[config.mk]
export PLATFORM = sky130hd
export DESIGN_NAME = cpu_lockup_watchdog_unit
export DESIGN_NICKNAME = d
export VERILOG_FILES = /design/src/rtl/core/clwd_pkg.sv /design/src/rtl/core/cpu_lockup_watchdog_unit.sv /design/src/rtl/core/clwd_nbr_sel.sv /design/src/rtl/core/clwd_core.sv
export SDC_FILE = /design/constraint.sdc
export NUM_CORES = 2
export LEC_CHECK = 0
export ABC_AREA = 0
export BUFFER_PORTS_ARGS = -buffer_cell sky130_fd_sc_hd__buf_2
export CAP_MARGIN = 20
export CORE_MARGIN = 8
export CORE_UTILIZATION = 25
export CTS_CLUSTER_SIZE = 25
export DETAILED_ROUTE_END_ITERATION = 12
export GPL_ROUTABILITY_DRIVEN = 0
export GPL_TIMING_DRIVEN = 0
export PLACE_DENSITY = 0.46
export SETUP_SLACK_MARGIN = 0.3
export SLEW_MARGIN = 20
export SYNTH_ARGS = -nofsm -noshare
export SYNTH_HDL_FRONTEND = slang
export SYNTH_SLANG_ARGS = --single-unit
export TNS_END_PERCENT = 20
[constraint.sdc]
create_clock -name clk -period 8.95 [get_ports clk]
set_input_delay 1.79 -clock clk [delete_from_list [all_inputs] [get_ports clk]]
set_output_delay 1.79 -clock clk [all_outputs]
set_load 0.01 [all_outputs]
[src/rtl/core/clwd_pkg.sv]
`timescale 1ns / 1ps
`default_nettype none
// ----------------------------------------------------------------------------
// clwd_pkg
// Shared types and constants for the per-CPU lockup watchdog.
// ----------------------------------------------------------------------------
package clwd_pkg;

    localparam int NUM_CPUS    = 8;
    localparam int CPU_W       = 3;
    localparam int CPU_IDX_W   = $clog2(NUM_CPUS);
    localparam int COUNT_WIDTH = 32;
    localparam int TIME_W      = 32;
    localparam int THR_W       = 8;
    localparam int MASK_W      = 8;
    localparam int CFG_W       = 8;
    localparam int CFG_IDX_W   = 1;

    // heartbeat phase modulo the check interval (every third tick)
    localparam int CHECK_EVERY = 3;
    localparam int PHASE_W     = 2;
    localparam logic [PHASE_W-1:0] PHASE_LAST = PHASE_W'(CHECK_EVERY - 1);

    localparam logic [THR_W-1:0]  THRESHOLD_RESET = 8'd5;
    localparam logic [MASK_W-1:0] ONLINE_RESET    = 8'hFF;

    typedef enum logic [1:0] {
        ACT_TICK  = 2'd0,
        ACT_RAN   = 2'd1,
        ACT_START = 2'd2,
        ACT_STOP  = 2'd3
    } act_t;

    typedef enum logic [CFG_IDX_W-1:0] {
        CFG_THRESHOLD = 1'd0,
        CFG_ONLINE    = 1'd1
    } cfg_idx_t;

    localparam logic [1:0] HARD_NONE = 2'd0;
    localparam logic [1:0] HARD_DET  = 2'd1;
    localparam logic [1:0] HARD_REC  = 2'd2;

    localparam logic [1:0] SOFT_NONE = 2'd0;
    localparam logic [1:0] SOFT_DET  = 2'd1;
    localparam logic [1:0] SOFT_END  = 2'd2;

    typedef struct packed {
        logic [1:0]        action;
        logic [CPU_W-1:0]  cpu;
        logic [TIME_W-1:0] now_seconds;
    } clwd_in_t;

    typedef struct packed {
        logic [1:0]        hard_event;
        logic [CPU_W-1:0]  hard_cpu;
        logic [31:0]       hard_count;
        logic [31:0]       hard_prev_count;
        logic              wake_request;
        logic [1:0]        soft_event;
        logic [31:0]       stuck_seconds;
        logic [31:0]       tick_count;
    } clwd_out_t;

    typedef struct packed {
        logic                 found;
        logic [CPU_IDX_W-1:0] idx;
    } clwd_nbr_t;

endpackage : clwd_pkg
`default_nettype wire

[src/rtl/core/cpu_lockup_watchdog_unit.sv]
`timescale 1ns / 1ps
`default_nettype none
// ----------------------------------------------------------------------------
// cpu_lockup_watchdog_unit
// Per-CPU soft lockup and neighbour-checked hard lockup watchdog.
//
//   channel | signals                    | payload
//   --------+----------------------------+------------------------------
//   in      | in_valid / in_stall        | in_data  (clwd_in_t)
//   out     | out_valid / out_stall      | out_data (clwd_out_t)
//   cfg     | cfg_we, cfg_index          | cfg_wdata (threshold, mask)
//
// One beat per cycle while out_stall is low; an accepted event loads the input
// register, and the evaluation over the per-CPU registers is then loaded into
// the output register, from which the result beat is presented.
// Every event gives exactly one result beat.
// Reset clears all per-CPU state and loads threshold 5, all CPUs online.
// out_stall holds the output register; in_stall rises only when both the
// input register and the output register are full and out_stall is high.
// ----------------------------------------------------------------------------
module cpu_lockup_watchdog_unit
    import clwd_pkg::*;
(
    input  wire logic                 clk,
    input  wire logic                 rst_n,
    input  wire logic                 in_valid,
    output logic                      in_stall,
    input  wire clwd_in_t             in_data,
    output logic                      out_valid,
    input  wire logic                 out_stall,
    output clwd_out_t                 out_data,
    input  wire logic                 cfg_we,
    input  wire logic [CFG_IDX_W-1:0] cfg_index,
    input  wire logic [CFG_W-1:0]     cfg_wdata
);

    logic              s1_valid_reg;
    clwd_in_t          s1_item_reg;
    logic              out_valid_reg;
    clwd_out_t         out_data_reg;
    logic [THR_W-1:0]  threshold_reg;
    logic [MASK_W-1:0] online_reg;
    logic              advance;
    logic              in_take;
    clwd_out_t         result;

    assign advance   = s1_valid_reg && (!out_valid_reg || !out_stall);
    assign in_stall  = s1_valid_reg && !advance;
    assign in_take   = in_valid && !in_stall;
    assign out_valid = out_valid_reg;
    assign out_data  = out_data_reg;

    clwd_core u_core
    (
        .clk         (clk),
        .rst_n       (rst_n),
        .commit      (advance),
        .item        (s1_item_reg),
        .threshold   (threshold_reg),
        .online_mask (online_reg),
        .result      (result)
    );

    always_ff @(posedge clk or negedge rst_n)
    begin
        if (!rst_n)
        begin
            threshold_reg <= THRESHOLD_RESET;
            online_reg    <= ONLINE_RESET;
        end
        else if (cfg_we)
        begin
            unique case (cfg_index)
                CFG_THRESHOLD: threshold_reg <= cfg_wdata[THR_W-1:0];
                CFG_ONLINE:    online_reg    <= cfg_wdata[MASK_W-1:0];
                default:       ;
            endcase
        end
    end

    always_ff @(posedge clk or negedge rst_n)
    begin
        if (!rst_n)
        begin
            s1_valid_reg  <= 1'b0;
            out_valid_reg <= 1'b0;
        end
        else
        begin
            if (in_take)
                s1_valid_reg <= 1'b1;
            else if (advance)
                s1_valid_reg <= 1'b0;

            if (advance)
                out_valid_reg <= 1'b1;
            else if (!out_stall)
                out_valid_reg <= 1'b0;
        end
    end

    always_ff @(posedge clk)
    begin
        if (in_take)
            s1_item_reg <= in_data;
        if (advance)
            out_data_reg <= result;
    end

endmodule : cpu_lockup_watchdog_unit
`default_nettype wire

[src/rtl/core/clwd_nbr_sel.sv]
`timescale 1ns / 1ps
`default_nettype none
// ----------------------------------------------------------------------------
// clwd_nbr_sel
// Finds the next online CPU after a given one, wrapping round the mask.
// ----------------------------------------------------------------------------
module clwd_nbr_sel
    import clwd_pkg::*;
(
    input  wire logic [CPU_IDX_W-1:0] cpu,
    input  wire logic [MASK_W-1:0]    online_mask,
    output clwd_nbr_t                 nbr
);

    always_comb
    begin
        logic [CPU_IDX_W-1:0] cand;
        logic                 online;
        nbr = '0;
        // walk from farthest to nearest so the nearest hit wins
        for (int k = NUM_CPUS - 1; k >= 1; k--)
        begin
            cand   = cpu + CPU_IDX_W'(k);
            online = (int'(cand) < MASK_W) ? online_mask[cand] : 1'b0;
            if (online)
            begin
                nbr.found = 1'b1;
                nbr.idx   = cand;
            end
        end
    end

endmodule : clwd_nbr_sel
`default_nettype wire

[src/rtl/core/clwd_core.sv]
`timescale 1ns / 1ps
`default_nettype none
// ----------------------------------------------------------------------------
// clwd_core
// Per-CPU watchdog state and the single-pass event evaluation.
// ----------------------------------------------------------------------------
module clwd_core
    import clwd_pkg::*;
(
    input  wire logic             clk,
    input  wire logic             rst_n,
    input  wire logic             commit,
    input  wire clwd_in_t         item,
    input  wire logic [THR_W-1:0] threshold,
    input  wire logic [MASK_W-1:0] online_mask,
    output clwd_out_t             result
);

    logic [COUNT_WIDTH-1:0] hb_reg     [NUM_CPUS];
    logic [COUNT_WIDTH-1:0] hb_next    [NUM_CPUS];
    logic [PHASE_W-1:0]     phase_reg  [NUM_CPUS];
    logic [PHASE_W-1:0]     phase_next [NUM_CPUS];
    logic [COUNT_WIDTH-1:0] saved_reg  [NUM_CPUS];
    logic [COUNT_WIDTH-1:0] saved_next [NUM_CPUS];
    logic [TIME_W-1:0]      touch_reg  [NUM_CPUS];
    logic [TIME_W-1:0]      touch_next [NUM_CPUS];
    logic [NUM_CPUS-1:0]    kick_reg,   kick_next;
    logic [NUM_CPUS-1:0]    thread_reg, thread_next;
    logic [NUM_CPUS-1:0]    soft_reg,   soft_next;
    logic [NUM_CPUS-1:0]    hard_reg,   hard_next;

    logic [CPU_IDX_W-1:0]   c;
    logic                   cpu_ok;
    clwd_nbr_t              nbr;

    assign c      = item.cpu[CPU_IDX_W-1:0];
    assign cpu_ok = (int'(item.cpu) < NUM_CPUS);

    clwd_nbr_sel u_nbr_sel
    (
        .cpu         (c),
        .online_mask (online_mask),
        .nbr         (nbr)
    );

    always_comb
    begin
        logic [COUNT_WIDTH-1:0] ticks;
        logic [PHASE_W-1:0]     phase_t;
        logic                   check;
        logic [COUNT_WIDTH-1:0] nbt;
        logic [COUNT_WIDTH-1:0] nb_saved;
        logic                   same;
        logic                   wake;
        logic [TIME_W-1:0]      ts;
        logic [TIME_W+1:0]      limit;
        logic                   over;

        hb_next     = hb_reg;
        phase_next  = phase_reg;
        saved_next  = saved_reg;
        touch_next  = touch_reg;
        kick_next   = kick_reg;
        thread_next = thread_reg;
        soft_next   = soft_reg;
        hard_next   = hard_reg;
        result      = '0;

        ticks = hb_reg[c] + COUNT_WIDTH'(1);
        // phase tracks ticks mod 3; a wrap to zero lands back on phase zero
        if (ticks == '0 || phase_reg[c] == PHASE_LAST)
            phase_t = '0;
        else
            phase_t = phase_reg[c] + PHASE_W'(1);
        check    = (phase_t == '0) && nbr.found;
        nbt      = hb_reg[nbr.idx];
        nb_saved = saved_reg[nbr.idx];
        same     = (nb_saved == nbt);
        wake     = !kick_reg[c] && thread_reg[c];
        ts       = touch_reg[c];
        limit    = {2'b00, ts} + {{(TIME_W + 1 - THR_W){1'b0}}, threshold, 1'b0};
        over     = (ts != '0) && ({2'b00, item.now_seconds} > limit);

        if (cpu_ok)
        begin
            case (item.action)
                ACT_TICK:
                begin
                    hb_next[c]        = ticks;
                    phase_next[c]     = phase_t;
                    result.tick_count = ticks[31:0];
                    if (check)
                    begin
                        result.hard_cpu   = CPU_W'(nbr.idx);
                        result.hard_count = nbt[31:0];
                        if (same)
                        begin
                            if (!hard_reg[nbr.idx])
                            begin
                                hard_next[nbr.idx] = 1'b1;
                                result.hard_event  = HARD_DET;
                            end
                        end
                        else
                        begin
                            if (hard_reg[nbr.idx])
                            begin
                                result.hard_event      = HARD_REC;
                                result.hard_prev_count = nb_saved[31:0];
                                hard_next[nbr.idx]     = 1'b0;
                            end
                            saved_next[nbr.idx] = nbt;
                        end
                    end
                    if (wake)
                    begin
                        kick_next[c]        = 1'b1;
                        result.wake_request = 1'b1;
                    end
                    if (over)
                    begin
                        if (!soft_reg[c])
                        begin
                            soft_next[c]         = 1'b1;
                            result.soft_event    = SOFT_DET;
                            result.stuck_seconds = item.now_seconds - ts;
                        end
                    end
                    else if (soft_reg[c] && ts != '0)
                    begin
                        soft_next[c]      = 1'b0;
                        result.soft_event = SOFT_END;
                    end
                end
                ACT_RAN:
                begin
                    if (thread_reg[c])
                    begin
                        kick_next[c]  = 1'b0;
                        touch_next[c] = item.now_seconds;
                    end
                end
                ACT_START:
                begin
                    if (!thread_reg[c])
                    begin
                        thread_next[c] = 1'b1;
                        kick_next[c]   = 1'b0;
                        soft_next[c]   = 1'b0;
                        hard_next[c]   = 1'b0;
                        touch_next[c]  = item.now_seconds;
                    end
                end
                default:
                begin
                    thread_next[c] = 1'b0;
                end
            endcase
        end
    end

    always_ff @(posedge clk or negedge rst_n)
    begin
        if (!rst_n)
        begin
            for (int i = 0; i < NUM_CPUS; i++)
            begin
                hb_reg[i]    <= '0;
                phase_reg[i] <= '0;
                saved_reg[i] <= '0;
                touch_reg[i] <= '0;
            end
            kick_reg   <= '0;
            thread_reg <= '0;
            soft_reg   <= '0;
            hard_reg   <= '0;
        end
        else if (commit)
        begin
            hb_reg     <= hb_next;
            phase_reg  <= phase_next;
            saved_reg  <= saved_next;
            touch_reg  <= touch_next;
            kick_reg   <= kick_next;
            thread_reg <= thread_next;
            soft_reg   <= soft_next;
            hard_reg   <= hard_next;
        end
    end

endmodule : clwd_core
`default_nettype wire

==> impl_metrics.toml <==
[finish]
syn_to_final_growth_pct = 21.6
drive_gt1_frac = 0.357
seq_area_sq_um = 26100
final_nets = 4500
fill_cells = 20600
multi_input_area_sq_um = 24200

[worst_setup_path]
cp_max_fo = 11
cp.required_ns = 9.60
worstSetupEndpointType = "register"
slowest_stage = "or3_4"
r2r_cells = 32
timing.rr.end = "u_core.saved_reg[110]$_DFFE_PN0P_"
slowest_delay_ns = 0.46
rrSetupSlack_ns = 0.48
start_kind = "register"
crit_arrival_ns = 9.13
r2r-start = "s1_item_reg[34]$_DFFE_PP_"
path_class = "register to register"

[sta]
hold_viol_final = 0
fin_crit_ns = 8.47
hold_slack_ns = 0.474
worstMarginPinSlew_ns = 1.17
rsz0062_at_grt = "no"
clock_skew_ns = 0.0830
fin_crit_sh = 0.947
slew_headroom = 0.220
finalSetupViolCount = 0
max_freq_ghz = 0.118
slew_violations = 0

[yosys]
ys_seq_elements = 1007
synth-seq-area-share = 0.511
syn_area_per_cell_sq_um = 12.9
synth-async-reset-ratio = 0.828
synth_edf_count = 173
synth_flop_cell = "dfrtp_1"
syn_nets = 4096
synthCells = 3961
ys.warnings.count = 0
synth.distinct_cells = 90
syn_area_sq_um = 51000

[die]
io_pins = 189
die_w_microns = 468
design.core.area_sq_um = 204000
num_rows = 166
start_util = 0.251
die_h_microns = 468
dieArea_sq_um = 219000

[clock_network]
cts.clk_slew.worst_paths_ns = 0.06
cts_buffer_depth = 3
cts_root_buffer = "clkbuf_16"
cts_sinks = 1007
cts_max_level = 3
numCtsBuffers = 118
cts_tree = "yes"
cts_hold_buf = 0
clkLatencyLatePin_ns = 0.79

[power_and_ir_drop]
p_total_mw = 16.8
power.density_nw_per_um2 = 270
peakVddDrop_uv = 183
p_leak_nw = 27.2

[placed_design]
port_buffers = 188
hpwl_mm = 135

[hold_path]
hold_class = "register to register"
worstHoldEndpoint = "u_core.touch_reg[33]$_DFFE_PN0P_"
hp-start = "u_core.touch_reg[33]$_DFFE_PN0P_"
holdPathStages = 2

[outcome]
status = "completed"

[global_routing]
grt_pass1_wl_mm = 275
grt_start_max_net_pins = 121
grt_pass1_vias = 36600
antenna_found_initial = 10
gr-total-overflow = 0
grt.total_usage = 0.171

[routing]
route.detailed.drc = 0
drt_iter0_drc = 2969
firstDrtPassIters = 7
antenna_left = 0
wirelength_mm = 192
vias = 35800
wire_per_inst_microns = 26.9
viasPerCell = 5.00

[flow_run]
maxCapViolations = 0
[stage by stage]
stage	setup slack [ns]	TNS (ns)	utilization	instance area (sq um)	instances
floorplan	0.524	0	-	51000	3961
global placement	-13.01	-	0.272	55300	6837
detailed placement	-5.49	-1953.03	0.274	55700	6852
CTS	0.289	0	0.302	61600	7129
global route	0.307	0	0.305	62100	7157
finish	0.476	0	0.305	62100	7161
[logic make-up after synthesis]
| family | count (synthesis) | share of synthesized area |
|---|---|---|
| AOI/OAI and AO/OA | 501 | 0.0702 |
| xor gates and xnor gates | 122 | 0.0211 |
| adders and majority gates | 84 | 0.0209 |
| buffers and inverters | 318 | 0.0297 |
| DFF | 1007 | 0.511 |
| muxes | 1094 | 0.271 |
| and+or+nand+nor | 835 | 0.0767 |
[placed cells by master (no fill, tap or decap), drive strengths merged, types with 14 or more instances in the layout]
master,n
dfrtp,824
mux2,696
buf,405
nand2,376
clkbuf,268
mux2i,239
edfxtp,173
o21ai,163
mux4,159
nor2,143
inv,93
ha,82
nand3,68
xor2,65
a21oi,61
xnor2,57
and2,52
nor2b,50
clkinv,43
nor3,39
o31ai,31
a221oi,30
o221ai,29
nand4,28
a32o,27
a21o,25
o22ai,21
or3,20
nand2b,14
nor4,14
[cell usage after synthesis (all sizes together), types with 28 or more instances]
library cell | number | area [sq um]
a21oi | 61 | 305
a221oi | 30 | 350
and2 | 52 | 325
buf | 121 | 773
clkbuf | 106 | 399
dfrtp | 824 | 20600
edfxtp | 173 | 5190
ha | 82 | 1030
inv | 89 | 334
mux2 | 696 | 7840
mux2i | 239 | 2390
mux4 | 159 | 3580
nand2 | 376 | 1410
nand3 | 68 | 340
nand4 | 28 | 175
nor2 | 143 | 569
nor2b | 50 | 313
nor3 | 39 | 245
o21ai | 163 | 820
o221ai | 29 | 254
o31ai | 31 | 233
xnor2 | 57 | 507
xor2 | 65 | 569
[per-layer routing]
layer	wire, microns	share of wire	global-route usage
met4	8340	0.043	0.0680
met5	19	0.000099	0
met3	10900	0.057	0.0306
met2	88700	0.46	0.276
met1	84500	0.44	0.228
[area by class of cell]
| type | count | share of cell area |
|---|---|---|
| Antenna cell | 5 | 0.000202 |
| Buffer | 227 | 0.0295 |
| Clock buffer | 163 | 0.0552 |
| Clock inverter | 60 | 0.0112 |
| Inverter | 91 | 0.00570 |
| Multi-Input combinational cell | 2636 | 0.391 |
| Sequential cell | 1007 | 0.420 |
| Tap cell | 2688 | 0.0542 |
| Timing Repair Buffer | 284 | 0.0332 |
[power breakdown]
part           switching [mW]  total (mW)  internal (mW)
registers               0.385        5.78           5.40
logic                    3.64        5.90           2.26
clock network            2.13        5.09           2.96
total                    6.16        16.8           10.6
[repair_timing]
action | 4_1_cts | 5_1_grt
cloned | 0 | 1
pin swaps | 32 | 24
endpoints found under the setup margin | 499 | 355
buffers inserted | 54 | 26
resized for setup | 293 | 54
endpoints found under the hold margin | 0 | 0
[worst max-delay path, delay by kind of cell (launching register included)]
kind / cells / cell delay (ns)
and+or+nand+nor: 6 / 1.79
buffers and inverters: 16 / 3.44
muxes: 3 / 0.92
xor gates and xnor gates: 1 / 0.19
AOI/OAI and AO/OA: 5 / 1.28
DFF: 1 / 0.36
adders and majority gates: 1 / 0.25
[how the worst max path moves through the flow]
stage | start | cells after the start | to | slack, ns
floorplan | s1_item_reg[33]$_DFFE_PP_ | 40 | out_data[59]$_SDFFCE_PP0P_ | 0.52
global placement | rst_n | 1 | u_core.touch_reg[50]$_DFFE_PN0P_ | -13.01
detailed placement | s1_item_reg[34]$_DFFE_PP_ | 28 | register | -5.49
CTS | s1_item_reg[32]$_DFFE_PP_ | 35 | out_data[38]$_SDFFCE_PP0P_ | 0.29
global route | s1_item_reg[34]$_DFFE_PP_ | 34 | u_core.saved_reg[110]$_DFFE_PN0P_ | 0.31
finish | s1_item_reg[34]$_DFFE_PP_ | 32 | u_core.saved_reg[110]$_DFFE_PN0P_ | 0.48
No activity file was read; power rests on OpenSTA's default activity.
